## src/rtl/irmst_pkg.sv

```systemverilog
// Package for the infrared mark/space transmitter.
// Holds the shared types, register codes and reset values; no dependencies.
`default_nettype none

package irmst_pkg;

  localparam int unsigned DurW = 16;
  localparam int unsigned RegIdxW = 1;

  localparam logic [RegIdxW-1:0] RegCarrierReload = 1'b0;
  localparam logic [RegIdxW-1:0] RegSignalPrescale = 1'b1;

  localparam logic [DurW-1:0] CarrierReloadRst = 16'd1262;
  localparam logic [DurW-1:0] SignalPrescaleRst = 16'd47;
  localparam logic [DurW-1:0] DurMax = 16'hFFFF;

  typedef struct packed {
    logic            has_pair;
    logic [DurW-1:0] off_ticks;
    logic [DurW-1:0] on_ticks;
  } fifo_head_t;

  typedef struct packed {
    logic envelope_on;
    logic carrier_on;
  } timer_flags_t;

endpackage

`default_nettype wire

```

## src/rtl/ir_mark_space_transmitter_unit.sv

```systemverilog
// Infrared mark/space transmitter: top level with input and result registers.
// An accepted item passes the input register, then the result register, before its result is valid.
// Throughput: one item per cycle unless m_axis_tready stalls the result register.
// Reset: counters and FIFO pointers clear, envelope idles, registers take defaults.
// Depends on irmst_pkg, irmst_pair_fifo and irmst_timer.
`default_nettype none

module ir_mark_space_transmitter_unit import irmst_pkg::*; #(
  parameter int unsigned FIFO_DEPTH  = 64,
  parameter int unsigned IDLE_PERIOD = 1000,
  localparam int unsigned QueueW = $clog2(FIFO_DEPTH + 1),
  localparam int unsigned OutBits = 4 + QueueW,
  localparam int unsigned OutW = ((OutBits + 7) / 8) * 8
) (
  input  wire logic                clk_i,
  input  wire logic                rst_ni,
  input  wire logic                cfg_we_i,
  input  wire logic [RegIdxW-1:0]  cfg_idx_i,
  input  wire logic [DurW-1:0]     cfg_data_i,
  input  wire logic                s_axis_tvalid,
  output logic                     s_axis_tready,
  // on_ticks [15:0], off_ticks [31:16]
  input  wire logic [2*DurW-1:0]   s_axis_tdata,
  // kind [0]
  input  wire logic                s_axis_tuser,
  output logic                     m_axis_tvalid,
  input  wire logic                m_axis_tready,
  // ir_drive, envelope_on, carrier_on, queued_durations, push_rejected, zero pad
  output logic [OutW-1:0]          m_axis_tdata
);

  localparam int unsigned Pairs = FIFO_DEPTH / 2;
  localparam int unsigned PtrW  = (Pairs > 1) ? $clog2(Pairs) : 1;
  localparam int unsigned CntW  = $clog2(Pairs + 1);

  logic [DurW-1:0] carrier_reload_q;
  logic [DurW-1:0] signal_prescale_q;

  logic            in_valid_q;
  logic            kind_q;
  logic [DurW-1:0] on_q;
  logic [DurW-1:0] off_q;

  logic            out_valid_q;
  logic [OutW-1:0] out_data_q;
  logic [OutW-1:0] out_data_d;

  logic            advance;
  logic            fire;
  logic            push;
  logic            pop;
  logic            full;
  logic [CntW-1:0] count_d;
  logic [QueueW-1:0] queued;
  fifo_head_t      head;
  timer_flags_t    flags_d;

  assign advance       = !out_valid_q || m_axis_tready;
  assign fire          = in_valid_q && advance;
  assign s_axis_tready = !in_valid_q || advance;
  assign push          = fire && !kind_q && !full;

  always_ff @(posedge clk_i or negedge rst_ni) begin
    if (!rst_ni) begin
      carrier_reload_q  <= CarrierReloadRst;
      signal_prescale_q <= SignalPrescaleRst;
    end else if (cfg_we_i) begin
      case (cfg_idx_i)
        RegCarrierReload:  carrier_reload_q  <= cfg_data_i;
        RegSignalPrescale: signal_prescale_q <= cfg_data_i;
        default: ;
      endcase
    end
  end

  always_ff @(posedge clk_i or negedge rst_ni) begin
    if (!rst_ni) begin
      in_valid_q  <= 1'b0;
      out_valid_q <= 1'b0;
    end else begin
      if (s_axis_tready) begin
        in_valid_q <= s_axis_tvalid;
      end
      if (advance) begin
        out_valid_q <= in_valid_q;
      end
    end
  end

  always_ff @(posedge clk_i) begin
    if (s_axis_tvalid && s_axis_tready) begin
      kind_q <= s_axis_tuser;
      on_q   <= s_axis_tdata[DurW-1:0];
      off_q  <= s_axis_tdata[2*DurW-1:DurW];
    end
    if (fire) begin
      out_data_q <= out_data_d;
    end
  end

  irmst_pair_fifo #(
    .Pairs(Pairs),
    .PtrW (PtrW),
    .CntW (CntW)
  ) u_fifo (
    .clk_i     (clk_i),
    .rst_ni    (rst_ni),
    .push_i    (push),
    .push_on_i (on_q),
    .push_off_i(off_q),
    .pop_i     (pop),
    .head_o    (head),
    .full_o    (full),
    .count_d_o (count_d)
  );

  irmst_timer #(
    .IdlePeriod(IDLE_PERIOD)
  ) u_timer (
    .clk_i            (clk_i),
    .rst_ni           (rst_ni),
    .tick_i           (fire && kind_q),
    .carrier_reload_i (carrier_reload_q),
    .signal_prescale_i(signal_prescale_q),
    .head_i           (head),
    .pop_o            (pop),
    .flags_d_o        (flags_d)
  );

  assign queued = QueueW'({count_d, 1'b0});

  always_comb begin
    out_data_d              = '0;
    out_data_d[0]           = flags_d.envelope_on && flags_d.carrier_on;
    out_data_d[1]           = flags_d.envelope_on;
    out_data_d[2]           = flags_d.carrier_on;
    out_data_d[3+:QueueW]   = queued;
    out_data_d[3+QueueW]    = !kind_q && full;
  end

  assign m_axis_tvalid = out_valid_q;
  assign m_axis_tdata  = out_data_q;

endmodule

`default_nettype wire

```

## src/rtl/irmst_pair_fifo.sv

```systemverilog
// Duration FIFO that stores mark/space pairs, one pair per memory word.
// Registered memory read with write bypass keeps the head pair ready.
// Depends on irmst_pkg.
`default_nettype none

module irmst_pair_fifo import irmst_pkg::*; #(
  parameter int unsigned Pairs = 32,
  parameter int unsigned PtrW  = 5,
  parameter int unsigned CntW  = 6
) (
  input  wire logic            clk_i,
  input  wire logic            rst_ni,
  input  wire logic            push_i,
  input  wire logic [DurW-1:0] push_on_i,
  input  wire logic [DurW-1:0] push_off_i,
  input  wire logic            pop_i,
  output fifo_head_t           head_o,
  output logic                 full_o,
  output logic [CntW-1:0]      count_d_o
);

  logic [2*DurW-1:0] pair_mem [Pairs];
  logic [2*DurW-1:0] mem_rd_q;
  logic [2*DurW-1:0] byp_data_q;
  logic              byp_q;

  logic [PtrW-1:0] wr_q, wr_d;
  logic [PtrW-1:0] rd_q, rd_d;
  logic [CntW-1:0] count_q, count_d;
  logic [2*DurW-1:0] wr_data;
  logic [2*DurW-1:0] head_data;

  function automatic logic [PtrW-1:0] ptr_inc(input logic [PtrW-1:0] p);
    ptr_inc = (p == PtrW'(Pairs - 1)) ? '0 : p + PtrW'(1);
  endfunction

  assign wr_data = {push_off_i, push_on_i};

  always_comb begin
    wr_d    = push_i ? ptr_inc(wr_q) : wr_q;
    rd_d    = pop_i ? ptr_inc(rd_q) : rd_q;
    count_d = count_q;
    if (push_i) begin
      count_d = count_q + CntW'(1);
    end else if (pop_i) begin
      count_d = count_q - CntW'(1);
    end
  end

  always_ff @(posedge clk_i) begin
    if (push_i) begin
      pair_mem[wr_q] <= wr_data;
    end
    mem_rd_q   <= pair_mem[rd_d];
    byp_data_q <= wr_data;
  end

  always_ff @(posedge clk_i or negedge rst_ni) begin
    if (!rst_ni) begin
      wr_q    <= '0;
      rd_q    <= '0;
      count_q <= '0;
      byp_q   <= 1'b0;
    end else begin
      wr_q    <= wr_d;
      rd_q    <= rd_d;
      count_q <= count_d;
      byp_q   <= push_i && (wr_q == rd_d);
    end
  end

  assign head_data        = byp_q ? byp_data_q : mem_rd_q;
  assign head_o.has_pair  = (count_q != '0);
  assign head_o.on_ticks  = head_data[DurW-1:0];
  assign head_o.off_ticks = head_data[2*DurW-1:DurW];
  assign full_o           = (count_q == CntW'(Pairs));
  assign count_d_o        = count_d;

endmodule

`default_nettype wire

```

## src/rtl/irmst_timer.sv

```systemverilog
// Carrier, prescale and envelope counters with pair loading at envelope wrap.
// Depends on irmst_pkg.
`default_nettype none

module irmst_timer import irmst_pkg::*; #(
  parameter int unsigned IdlePeriod = 1000
) (
  input  wire logic            clk_i,
  input  wire logic            rst_ni,
  input  wire logic            tick_i,
  input  wire logic [DurW-1:0] carrier_reload_i,
  input  wire logic [DurW-1:0] signal_prescale_i,
  input  wire fifo_head_t      head_i,
  output logic                 pop_o,
  output timer_flags_t         flags_d_o
);

  logic [DurW-1:0] carrier_q, carrier_d;
  logic [DurW-1:0] prescale_q, prescale_d;
  logic [DurW-1:0] env_q, env_d;
  logic [DurW-1:0] env_reload_q, env_reload_d;
  logic [DurW-1:0] mark_q, mark_d;
  logic [DurW:0]   pair_sum;

  assign pair_sum = {1'b0, head_i.on_ticks} + {1'b0, head_i.off_ticks};

  always_comb begin
    carrier_d    = carrier_q;
    prescale_d   = prescale_q;
    env_d        = env_q;
    env_reload_d = env_reload_q;
    mark_d       = mark_q;
    pop_o        = 1'b0;
    if (tick_i) begin
      carrier_d = (carrier_q >= carrier_reload_i) ? '0 : carrier_q + DurW'(1);
      if (prescale_q >= signal_prescale_i) begin
        prescale_d = '0;
        if (env_q >= env_reload_q) begin
          env_d = '0;
          if (head_i.has_pair) begin
            pop_o        = 1'b1;
            env_reload_d = pair_sum[DurW] ? DurMax : pair_sum[DurW-1:0];
            mark_d       = head_i.on_ticks;
          end else begin
            env_reload_d = DurW'(IdlePeriod);
            mark_d       = '0;
          end
        end else begin
          env_d = env_q + DurW'(1);
        end
      end else begin
        prescale_d = prescale_q + DurW'(1);
      end
    end
  end

  always_ff @(posedge clk_i or negedge rst_ni) begin
    if (!rst_ni) begin
      carrier_q    <= '0;
      prescale_q   <= '0;
      env_q        <= '0;
      env_reload_q <= DurW'(IdlePeriod);
      mark_q       <= '0;
    end else begin
      carrier_q    <= carrier_d;
      prescale_q   <= prescale_d;
      env_q        <= env_d;
      env_reload_q <= env_reload_d;
      mark_q       <= mark_d;
    end
  end

  assign flags_d_o.envelope_on = (env_d < mark_d);
  assign flags_d_o.carrier_on  = (carrier_d < {2'b00, carrier_reload_i[DurW-1:2]});

endmodule

`default_nettype wire
```

## config.mk

```make
export PLATFORM = sky130hd
export DESIGN_NAME = ir_mark_space_transmitter_unit
export DESIGN_NICKNAME = d
export VERILOG_FILES = /design/src/rtl/irmst_pkg.sv /design/src/rtl/ir_mark_space_transmitter_unit.sv /design/src/rtl/irmst_pair_fifo.sv /design/src/rtl/irmst_timer.sv
export SDC_FILE = /design/constraint.sdc
export NUM_CORES = 1
export LEC_CHECK = 0
export CAP_MARGIN = 15
export CELL_PAD_IN_SITES_DETAIL_PLACEMENT = 1
export CELL_PAD_IN_SITES_GLOBAL_PLACEMENT = 1
export CORE_ASPECT_RATIO = 0.9
export CORE_MARGIN = 2
export CORE_UTILIZATION = 50
export CTS_CLUSTER_SIZE = 16
export DETAILED_ROUTE_END_ITERATION = 8
export DONT_BUFFER_PORTS = 1
export PLACE_DENSITY_LB_ADDON = 0.1
export SYNTH_ARGS = -nofsm -noshare
export SYNTH_HDL_FRONTEND = slang
export SYNTH_SLANG_ARGS = --single-unit
```

## constraint.sdc

```tcl
create_clock -name clk_i -period 5.55 [get_ports clk_i]
set_input_delay 0.555 -clock clk_i [delete_from_list [all_inputs] [get_ports clk_i]]
set_output_delay 0.555 -clock clk_i [all_outputs]
set_load 0.05 [all_outputs]
```

## Word level (Yosys, flattened, before mapping)

Memories as Yosys holds them, arrays and structs flattened. A register that Yosys moved wholly into a read port is not among the register bits.
Cells that the tools add are included.
Widths: inputs -> output; s select.

| operators by class | value |
|---|---|
| add/subtract/negate cells | 8 |
| multiply operators | 0 |
| div/mod/pow operators | 0 |
| magnitude comparators | 5 |
| equality and inequality tests | 4 |
| shift-type cells | 0 |
| multiplexer cells | 24 |
| bitwise operators | 1 |
| reduce and logical (&&, ||, !) cells | 18 |

Operator list:

| kind | count |
|---|---|
| $mux 16 | 12 |
| $add 16x1->16 const B | 3 |
| $ge 16x16->1 | 3 |
| $mux 32 | 1 |
| $add 16x16->17 | 1 |
| $lt 16x14->1 | 1 |
| $lt 16x16->1 | 1 |
| $mux 5 | 3 |
| $mux 6 | 2 |
| $add 5x1->5 const B | 2 |
| $eq 5x5->1 const B | 2 |
| $logic_and 1x1->1 | 8 |
| $add 6x1->6 const B | 1 |
| $eq 6x6->1 const B | 1 |
| $mux 1 | 6 |
| $reduce_bool 6->1 | 1 |
| $sub 6x1->6 const B | 1 |
| $eq 5x5->1 | 1 |
| $logic_not 1->1 | 4 |
| $reduce_and 2->1 | 2 |
| $reduce_and 3->1 | 1 |
| $logic_or 1x1->1 | 2 |
| $not 1->1 | 1 |

| word-level totals | value |
|---|---|
| flip-flop bits (word level) | 206 |
| bits in latches | 0 |
| RAM bits | 1024 |
| memory bits (read-only) | 0 |
| input port bits | 55 |
| output and inout port bits | 18 |
| word-level logic and storage cells | 79 |
| memories kept | 1 |

Memory list:

| name | depth | bits a word | read ports | clocked after Yosys merged registers in | write ports | line | RTL |
|---|---|---|---|---|---|---|---|
| u_fifo.pair_mem | 32 | 32 | 1 | 1 | 1 | irmst_pair_fifo.sv:22 | `logic [2*DurW-1:0] pair_mem [Pairs];` |

## Logic depth before layout (Yosys ltp)

Gate-level depths: netlist of run 1.

| depth | value |
|---|---|
| depth in word-level cells | 8 |
| depth in mapped cells | 23 |
| mapped depth without buffers | 22 |

## By module

A second synthesis of run 1 with hierarchy kept.

| second synthesis, totals | value |
|---|---|
| cell total of the unflattened synthesis | 3994 |
| area, all modules | 54521.0 µm² |

By module, submodules not included:

| module | times used | cells each | area each (µm²) | seq. area each (µm²) |
|---|---|---|---|---|
| irmst_pair_fifo | 1 | 3133 | 45479.9 | 32456.1 |
| irmst_timer | 1 | 729 | 6321.1 | 2009.4 |
| ir_mark_space_transmitter_unit | 1 | 132 | 2720.1 | 2157.1 |

## Worst setup path before layout of run 1

Ideal clock, no wire load.

| timing path | value |
|---|---|
| kind | register to register |
| from | register u_timer.prescale_q[11] |
| to | register out_data_q[0], in the netlist m_axis_tdata[0] (data pin) |
| setup time | 0.207 ns |
| arrival time | 4.332 ns |
| required time | 5.343 ns |
| slack | 1.011 ns |
| stages on the path, launching flop included | 21 |
| path buffers | 0 |
| clock period less this slack | 4.539 ns |
| cell sequence | dfrtp_1 > ha_1 > nand4_1 > or3_1 > o32a_1 > a21oi_1 > nand2_1 > nor3_1 > nand3_1 > xor2_1 > nor2_1 > ha_1 > a21oi_1 > nor2b_1 > o21ai_0 > nand2b_1 > a21oi_1 > nor2b_1 > o21ai_0 > o311ai_0 > a2111oi_0 |

| on the way | value |
|---|---|
| longest elaborated chain between the ends | 5 |
| elaborated cells between the ends (all ways) | 7 |
| those cells by class | 2 x order compare; 4 x mux; 1 x reduce/logical |

RTL lines:

| item | line | RTL |
|---|---|---|
| from (decl) | irmst_timer.sv:19 | `logic [DurW-1:0] prescale_q, prescale_d;` |
| from (signal assigned) | irmst_timer.sv:66 | `prescale_q <= prescale_d;` |
| $ge 16x16->1 | irmst_timer.sv:36 | `if (prescale_q >= signal_prescale_i) begin` |
| $mux 16 | irmst_timer.sv:36 |  |
| $mux 16 | irmst_timer.sv:34 | `if (tick_i) begin` |
| via u_timer.env_d[10] | irmst_timer.sv:20 | `logic [DurW-1:0] env_q, env_d;` |
| $lt 16x16->1 | irmst_timer.sv:73 | `assign flags_d_o.envelope_on = (env_d < mark_d);` |
| $logic_and 1x1->1 | ir_mark_space_transmitter_unit.sv:134 | `out_data_d[0] = flags_d.envelope_on && flags_d.carrier_on;` |
| via out_data_d[0] | ir_mark_space_transmitter_unit.sv:46 | `logic [OutW-1:0] out_data_d;` |
| to (signal assigned) | ir_mark_space_transmitter_unit.sv:97 | `out_data_q <= out_data_d;` |
| to (decl) | ir_mark_space_transmitter_unit.sv:45 | `logic [OutW-1:0] out_data_q;` |

The timed path passes the listed nets, and every way through them passes these cells.
A chain may end at the register's enable or synchronous reset.

## Final worst setup path of run 1

| timing path | value |
|---|---|
| from | register u_timer.prescale_q[9] |
| to | register out_data_q[0], in the netlist m_axis_tdata[0] (data pin) |

| on the way | value |
|---|---|
| longest elaborated chain between the ends | 5 |
| elaborated cells between the ends (all ways) | 7 |
| those cells by class | 2 x order compare; 4 x mux; 1 x reduce/logical |

RTL lines:

| item | line |
|---|---|
| $ge 16x16->1 (*) | irmst_timer.sv:36 |
| $mux 16 | irmst_timer.sv:36 |
| $mux 16 | irmst_timer.sv:34 |
| $lt 16x16->1 (*) | irmst_timer.sv:73 |
| $logic_and 1x1->1 (*) | ir_mark_space_transmitter_unit.sv:134 |
| via out_data_d[0] | ir_mark_space_transmitter_unit.sv:46 |

The timed path passes the listed nets; every way through them passes the cells marked *.

==> flow_summary_export.csv, run 1 <==
group,metric,value,unit
finish,syn2layout_area_growth,14.2,%
min_path,min_path_cells,2,
clocking,numCtsBuffers,133,
floorplanning,dieArea,104000,um^2
finish,seqCellArea,36600,um^2
place,dp.cells,5121,
logic_synthesis,yosysMostFrequentCell,"edfxtp_1",
logic_synthesis,synth.top_cell.area_share,0.631,
route,wirelength,157,mm
setup_path,r2r_end,"m_axis_tdata[0]$_DFFE_PP_",
finish,finalNonFillerCells,5423,
logic_synthesis,synthDistinctLibCells,66,
clocking,root_buffer,"clkbuf_16",
clocking,clock_latency,0.75,ns
logic_synthesis,netlist_top_cells_count,"1067 x edfxtp_1, 985 x nand2_1, 348 x nand3_1",
timing,fin_setup_tns,0,ns
clocking,clock-sinks,1262,
power_and_ir_drop,vdd_drop_max,301,uV
logic_synthesis,ys.flop_type,"edfxtp_1",
floorplanning,rows,110,
route,ant_nets,0,
logic_synthesis,yosysWarnings,0,
floorplanning,fp.dieW,340,um
run_status,status,"finished clean",
min_path,hold_path.class,"in2reg",
clocking,htreeDepth,4,
timing,finalCritPeriodShare,0.920,
logic_synthesis,synthTopCellsByArea,"edfxtp_1 63%, nand2_1 7.3%, dfrtp_1 5.6%",
place,hpwl,90.4,mm
finish,final_nets,4130,
logic_synthesis,async_flop_share,0.104,
clocking,clk_pin_slew,0.06,ns
run,maxCapViolCount,0,
power_and_ir_drop,power_density,358,nW/um^2
setup_path,endpoint_kind,"flip-flop",
logic_synthesis,synth_edf_count,1067,
grt,globalRoute.totalOverflow,0,
place,place_area,52900,um^2
timing,setup_viol,0,
finish,drive_gt1_frac,0.101,
grt,grt_usage,0.301,
power_and_ir_drop,p_leak,20.5,nW
clocking,cts_tree,"built",
route,drc,0,
floorplanning,core_area,100000,um^2
route,wire_per_inst,28.9,um
clocking,max-clock-path-buffers,3,
route,vias,33200,
place,place_congestion,0.827,
finish,multiInputGateArea,13300,um^2
route,drt-initial-drc-count,3654,
logic_synthesis,synth_top_area_cell,"edfxtp_1",
grt,antenna_found_initial,12,
setup_path,crit_type,"reg2reg",
timing,timing.final.crit_period,5.10,ns
logic_synthesis,synth_area,50800,um^2
setup_path,worstReg2RegStart,"u_timer.prescale_q[9]$_DFFE_PN0P_",
timing,slew_headroom,0.162,
timing,clock.fmax,196,MHz
grt,grt_max_degree,152,
finish,fillers,9634,
setup_path,critPathMaxFanout,18,
route,drtPass1Iterations,5,
logic_synthesis,syn_inst,3886,
timing,hold_violations,0,
logic_synthesis,synth_seq_cells,1262,
place,portBuffers,0,
logic_synthesis,ys_seq_area_frac,0.721,
setup_path,worstSetupStartpointType,"flip-flop",
timing,fin_skew,0.0309,ns
grt,grt_pass1_wl,230,mm
floorplanning,pin_count,73,
min_path,hp-start,"m_axis_tready",
finish,fin_area,58000,um^2
logic_synthesis,syn_avg_cell_area,13.1,um^2
setup_path,worst_ep_arrival_time,5.61,ns
timing,grt_setup_unrepaired,"no",
grt,grt_pass1_vias,34700,
floorplanning,start_util,0.506,
timing,worst_pin_slew,1.25,ns
setup_path,required,6.06,ns
min_path,holdPathEnd,"m_axis_tvalid$_DFFE_PN0P_",
floorplanning,fp.dieH,306,um
setup_path,rr_worst_depth,20,
timing,drv_slew,0,
setup_path,rrSetupSlack,0.45,ns
route,drt-vias-per-instance,6.13,
[layer usage]
layer / global-route usage / part of all wire
met1: 0.422 / 0.42
met4: 0.0866 / 0.026
met5: 0 / 0.00044
met3: 0.0484 / 0.073
met2: 0.488 / 0.48
[layout make-up]
type | count | area share
Antenna cell | 3 | 0.000129
Clock buffer | 184 | 0.0651
Clock inverter | 57 | 0.0104
Inverter | 100 | 0.00660
Multi-Input combinational cell | 2316 | 0.229
Sequential cell | 1262 | 0.632
Tap cell | 1344 | 0.0290
Timing Repair Buffer | 157 | 0.0286
[through the flow]
stage | setup WS, ns | hold WS, ns | total power [mW] | util
6_report | 0.446 | 0.0870 | 20.8 | 0.578
5_1_grt | 0.0681 | 0.101 | 21.3 | 0.578
4_1_cts | 0.0928 | 0.0460 | 20.8 | 0.577
3_5_place_dp | 0.120 | 0.264 | 11.9 | 0.528
3_3_place_gp | 0.450 | 0.263 | 11.8 | 0.527
2_1_floorplan | 1.01 | 0.259 | 11.5 | -
[worst max path at each step]
| stage | start | slack [ns] | endpoint | cells after the start |
|---|---|---|---|---|
| 6_report | u_timer.prescale_q[9]$_DFFE_PN0P_ | 0.45 | m_axis_tdata[0]$_DFFE_PP_ | 20 |
| 5_1_grt | u_timer.prescale_q[11]$_DFFE_PN0P_ | 0.07 | m_axis_tdata[0]$_DFFE_PP_ | 21 |
| 4_1_cts | u_timer.prescale_q[11]$_DFFE_PN0P_ | 0.09 | m_axis_tdata[0]$_DFFE_PP_ | 21 |
| 3_5_place_dp | u_timer.prescale_q[11]$_DFFE_PN0P_ | 0.12 | m_axis_tdata[0]$_DFFE_PP_ | 21 |
| 3_3_place_gp | u_timer.prescale_q[11]$_DFFE_PN0P_ | 0.45 | m_axis_tdata[0]$_DFFE_PP_ | 19 |
| 2_1_floorplan | u_timer.prescale_q[11]$_DFFE_PN0P_ | 1.01 | m_axis_tdata[0]$_DFFE_PP_ | 20 |
[registers in the layout, indices dropped and copies added, names as in the netlist]
signal                count
m_axis_tvalid             1
u_timer.prescale_q       16
u_fifo.count_q            6
u_fifo.mem_rd_q          32
on_q                     16
u_timer.mark_q           16
m_axis_tdata             10
u_fifo.byp_data_q        32
kind_q                    1
u_fifo.byp_q              1
signal_prescale_q        16
off_q                    16
u_fifo.wr_q               5
carrier_reload_q         16
u_fifo.rd_q               5
u_timer.env_reload_q     16
u_timer.env_q            16
in_valid_q                1
u_fifo.pair_mem        1024
u_timer.carrier_q        16
[report_power, final]
| group | switching, mW | leakage, nW | internal, mW |
|---|---|---|---|
| clock | 3.73 | 2.16 | 5.24 |
| sequential | 0.337 | 11.8 | 10.6 |
| combinational | 0.572 | 6.56 | 0.272 |
[cells by family (layout without fill, tap and decap cells)]
| family | count (synthesis) | in the layout | synth area share |
|---|---|---|---|
| and+or+nand+nor | 1698 | 1698 | 0.148 |
| muxes | 115 | 115 | 0.0238 |
| other | 1 | 9 | 0.0000739 |
| DFF | 1262 | 1262 | 0.721 |
| xor gates and xnor gates | 49 | 49 | 0.00845 |
| adders and majority gates | 105 | 105 | 0.0260 |
| AOI/OAI and AO/OA | 343 | 343 | 0.0470 |
| buffers and inverters | 313 | 498 | 0.0251 |
[layout by cell type (no fill, tap or decap), types with 23 or more instances in the layout]
cell type	n
edfxtp_1	1067
nand2_1	985
nand3_1	348
nand4_1	178
clkbuf_16	138
dfrtp_1	112
ha_1	104
inv_1	99
buf_4	81
mux2i_1	80
a31oi_1	66
o21ai_0	64
a32oi_1	64
dfxtp_1	64
dlygate4sd3_1	51
nor2_1	49
a21oi_1	37
mux2_2	34
clkbuf_1	31
xnor2_1	29
nor2_4	28
clkinv_2	23
[worst max-delay path: stages (launching register included)]
cell       delay (ns)
dfrtp_1          0.45
ha_1             0.35
nand4_1          0.16
or3_1            0.41
o32a_1           0.35
a211oi_4         0.28
buf_4            0.28
nand2_1          0.10
buf_4            0.20
o31a_1           0.33
ha_1             0.33
a21o_1           0.18
a21oi_1          0.14
nor2b_1          0.06
o21ai_0          0.19
nand2b_1         0.09
a21oi_1          0.18
nor2b_1          0.06
o21ai_0          0.22
o311ai_1         0.19
a2111oi_1        0.31
[repair_timing]
| item | 4_1_cts | 5_1_grt |
|---|---|---|
| setup buffers | 0 | 1 |
| endpoints found under the setup margin | 0 | 1 |
| gates resized for setup | 0 | 4 |
| endpoints found under the hold margin | 197 | 0 |
| hold buffers | 52 | 0 |
Power figures use the tool's default switching activity.
==> run 2: changes to the inputs <==
--- a/config.mk
+++ b/config.mk
@@ -11,6 +11,7 @@
 export CORE_ASPECT_RATIO = 0.9
 export CORE_MARGIN = 2
 export CORE_UTILIZATION = 50
+export CTS_BUF_LIST = sky130_fd_sc_hd__clkbuf_16
 export CTS_CLUSTER_SIZE = 16
 export DETAILED_ROUTE_END_ITERATION = 8
 export DONT_BUFFER_PORTS = 1
==> run 2 against run 1 <==
Compared with the run above: count of clock-buffer cells in the layout decreased by 46; power decreased by 1.4%; die area unchanged; final cell count unchanged; sequential share of layout area increased by 0.16 points; critical path type unchanged; largest power group unchanged.
==> flow_summary_export.csv, run 2 (same netlist as run 1, synthesis figures left out) <==
group,metric,value,unit
finish,largest_register_ffs,1024,
floorplanning,dieArea,104000,um^2
power_and_ir_drop,p_int,15.9,mW
grt,grt_pass1_vias,34700,
setup_path,worst_path_dominant_cell_family,"compound AO/OA/AOI/OAI gates",
grt,grt_max_degree,152,
route,vias,33300,
clocking,clock-sinks,1262,
power_and_ir_drop,switching_share,0.226,
finish,top_regs,"u_fifo.pair_mem x1024, u_fifo.byp_data_q x32, u_fifo.mem_rd_q x32",
clocking,max-clock-path-buffers,3,
route,drtPass1Iterations,5,
setup_path,critPathMaxFanout,18,
setup_path,worstSetupStartpointType,"flip-flop",
setup_path,endpoint_kind,"flip-flop",
timing,fin_skew,0.0308,ns
grt,globalRoute.totalOverflow,0,
finish,seqCellArea,36600,um^2
timing,setup_viol,0,
grt,grt_usage,0.301,
route,drt-initial-drc-count,3636,
route,wirelength,157,mm
route,drc,0,
clocking,htreeDepth,4,
timing,clock.fmax,196,MHz
place,place_congestion,0.827,
route,wire_per_inst,28.9,um
power_and_ir_drop,p_seq_frac,0.534,
timing,worst_pin_slew,1.24,ns
min_path,hold_path.class,"in2reg",
power_and_ir_drop,p_leak,20.6,nW
grt,grt_pass1_wl,230,mm
power_and_ir_drop,switchingPower,4.63,mW
run_status,status,"finished clean",
finish,syn2layout_area_growth,14.0,%
setup_path,crit_buf_inv,2,
floorplanning,fp.dieW,340,um
clocking,cts_tree,"built",
clocking,root_buffer,"clkbuf_16",
timing,grt_setup_unrepaired,"no",
clocking,clk_pin_slew,0.06,ns
floorplanning,start_util,0.506,
finish,final_nets,4130,
route,drt-vias-per-instance,6.15,
power_and_ir_drop,power_density,354,nW/um^2
setup_path,crit_chain,"ha_1, nand4_1, or3_1, o32a_1, a211oi_4, buf_4, nand2_1, buf_4, o31a_1, ha_1, a21o_1, a21oi_1, nor2b_1, o21ai_0, nand2b_1, a21oi_1, nor2b_1, o21ai_0, o311ai_1, a2111oi_1",
finish,drive_gt1_frac,0.0969,
timing,finalCritPeriodShare,0.920,
setup_path,worst_ep_arrival_time,5.61,ns
timing,fin_setup_tns,0,ns
setup_path,crit_type,"reg2reg",
power_and_ir_drop,finalPower,20.5,mW
finish,final_common_cell,"edfxtp_1",
clocking,numCtsBuffers,133,
clocking,clock_latency,0.74,ns
run,maxCapViolCount,0,
floorplanning,pin_count,73,
floorplanning,core_area,100000,um^2
finish,largest_register,"u_fifo.pair_mem",
timing,timing.final.crit_period,5.11,ns
route,ant_nets,0,
place,hpwl,90.4,mm
floorplanning,fp.dieH,306,um
setup_path,required,6.06,ns
finish,final_cell_mix,"1067 x edfxtp_1, 985 x nand2_1, 348 x nand3_1, 178 x nand4_1, 138 x clkbuf_16",
setup_path,cp_slowest_cell,"dfrtp_1",
timing,hold_violations,0,
timing,drv_slew,0,
finish,multiInputGateArea,13300,um^2
grt,antenna_found_initial,10,
setup_path,max_stage_delay,0.45,ns
power_and_ir_drop,vdd_drop_max,299,uV
timing,slew_headroom,0.169,
power_and_ir_drop,combPwrFrac,0.041,
power_and_ir_drop,pwr-share-clk,0.425,
place,portBuffers,0,
floorplanning,rows,110,
finish,fillers,9646,
run 2: cell count changes in the layout (fill, tap and decap cells not counted):
cell      before  now
clkbuf_8      15    0
inv_1         99  130
clkinv_1      13   28
clkbuf_1      31    0
run 2: final timing paths:
kind / from / to / slack, ns / cells after the start
setup / recovery: u_timer.prescale_q[9]$_DFFE_PN0P_ / m_axis_tdata[0]$_DFFE_PP_ / 0.44 / 20
hold / removal: m_axis_tready / m_axis_tvalid$_DFFE_PN0P_ / 0.09 / 2
setup reg to reg: u_timer.prescale_q[9]$_DFFE_PN0P_ / m_axis_tdata[0]$_DFFE_PP_ / 0.44 / 20
hold reg to reg: u_timer.env_reload_q[7]$_DFFE_PN1P_ / u_timer.env_reload_q[7]$_DFFE_PN1P_ / 0.49 / 2
max in group asynchronous: rst_ni / u_fifo.byp_q$_DFF_PN0_ / 4.47 / 2
min in group asynchronous: rst_ni / u_timer.carrier_q[10]$_DFF_PN0_ / 0.46 / 2
run 2: cell type report:
class                           instances  share of cell area
Tap cell                             1344              0.0291
Sequential cell                      1262               0.633
Clock inverter                        103              0.0134
Multi-Input combinational cell       2316               0.229
Antenna cell                            3            0.000130
Inverter                              100             0.00662
Timing Repair Buffer                  157              0.0286
Clock buffer                          138              0.0597
run 2: per-layer routing:
layer  up-vias  share of wire  GRT usage
met5         -        0.00052          0
met4        12          0.025     0.0852
met3       260          0.072     0.0504
met2      1304           0.48      0.488
met1     17300           0.42      0.421
li1      14400              -          -
run 2: stage by stage:
| stage | hold WS (ns) | instance area [um^2] | cells | setup slack, ns | util |
|---|---|---|---|---|---|
| detailed placement | 0.264 | 52900 | 5121 | 0.120 | 0.528 |
| global route | 0.101 | 57800 | 5420 | 0.0682 | 0.576 |
| floorplan | 0.259 | 50800 | 3891 | 1.01 | - |
| global placement | 0.263 | 52900 | 5119 | 0.450 | 0.527 |
| CTS | 0.0460 | 57700 | 5414 | 0.0933 | 0.575 |
| finish | 0.0877 | 57800 | 5423 | 0.445 | 0.577 |
run 2: worst register-to-register path, delay by kind of cell (launching register included):
| kind | cells | cell delay [ns] |
|---|---|---|
| fa+ha+maj | 2 | 0.69 |
| buf+inv | 2 | 0.48 |
| flops | 1 | 0.45 |
| compound gates | 10 | 2.39 |
| simple gates | 6 | 0.89 |
run 2: what timing repair did:
item,CTS,global route
hold endpoints to repair,197,0
hold buffers,52,0
gates resized for setup,0,4
buffers inserted,0,1
endpoints found under the setup margin,0,1
run 2: power by group through the flow:
stage / clock network, mW / registers (mW) / logic [mW]
after global placement: 0 / 11.1 / 0.713
after global routing: 9.14 / 11.0 / 0.922
after floorplan: 0 / 11.0 / 0.475
after detailed placement: 0 / 11.1 / 0.751
after CTS: 8.78 / 10.9 / 0.826
final: 8.70 / 10.9 / 0.843
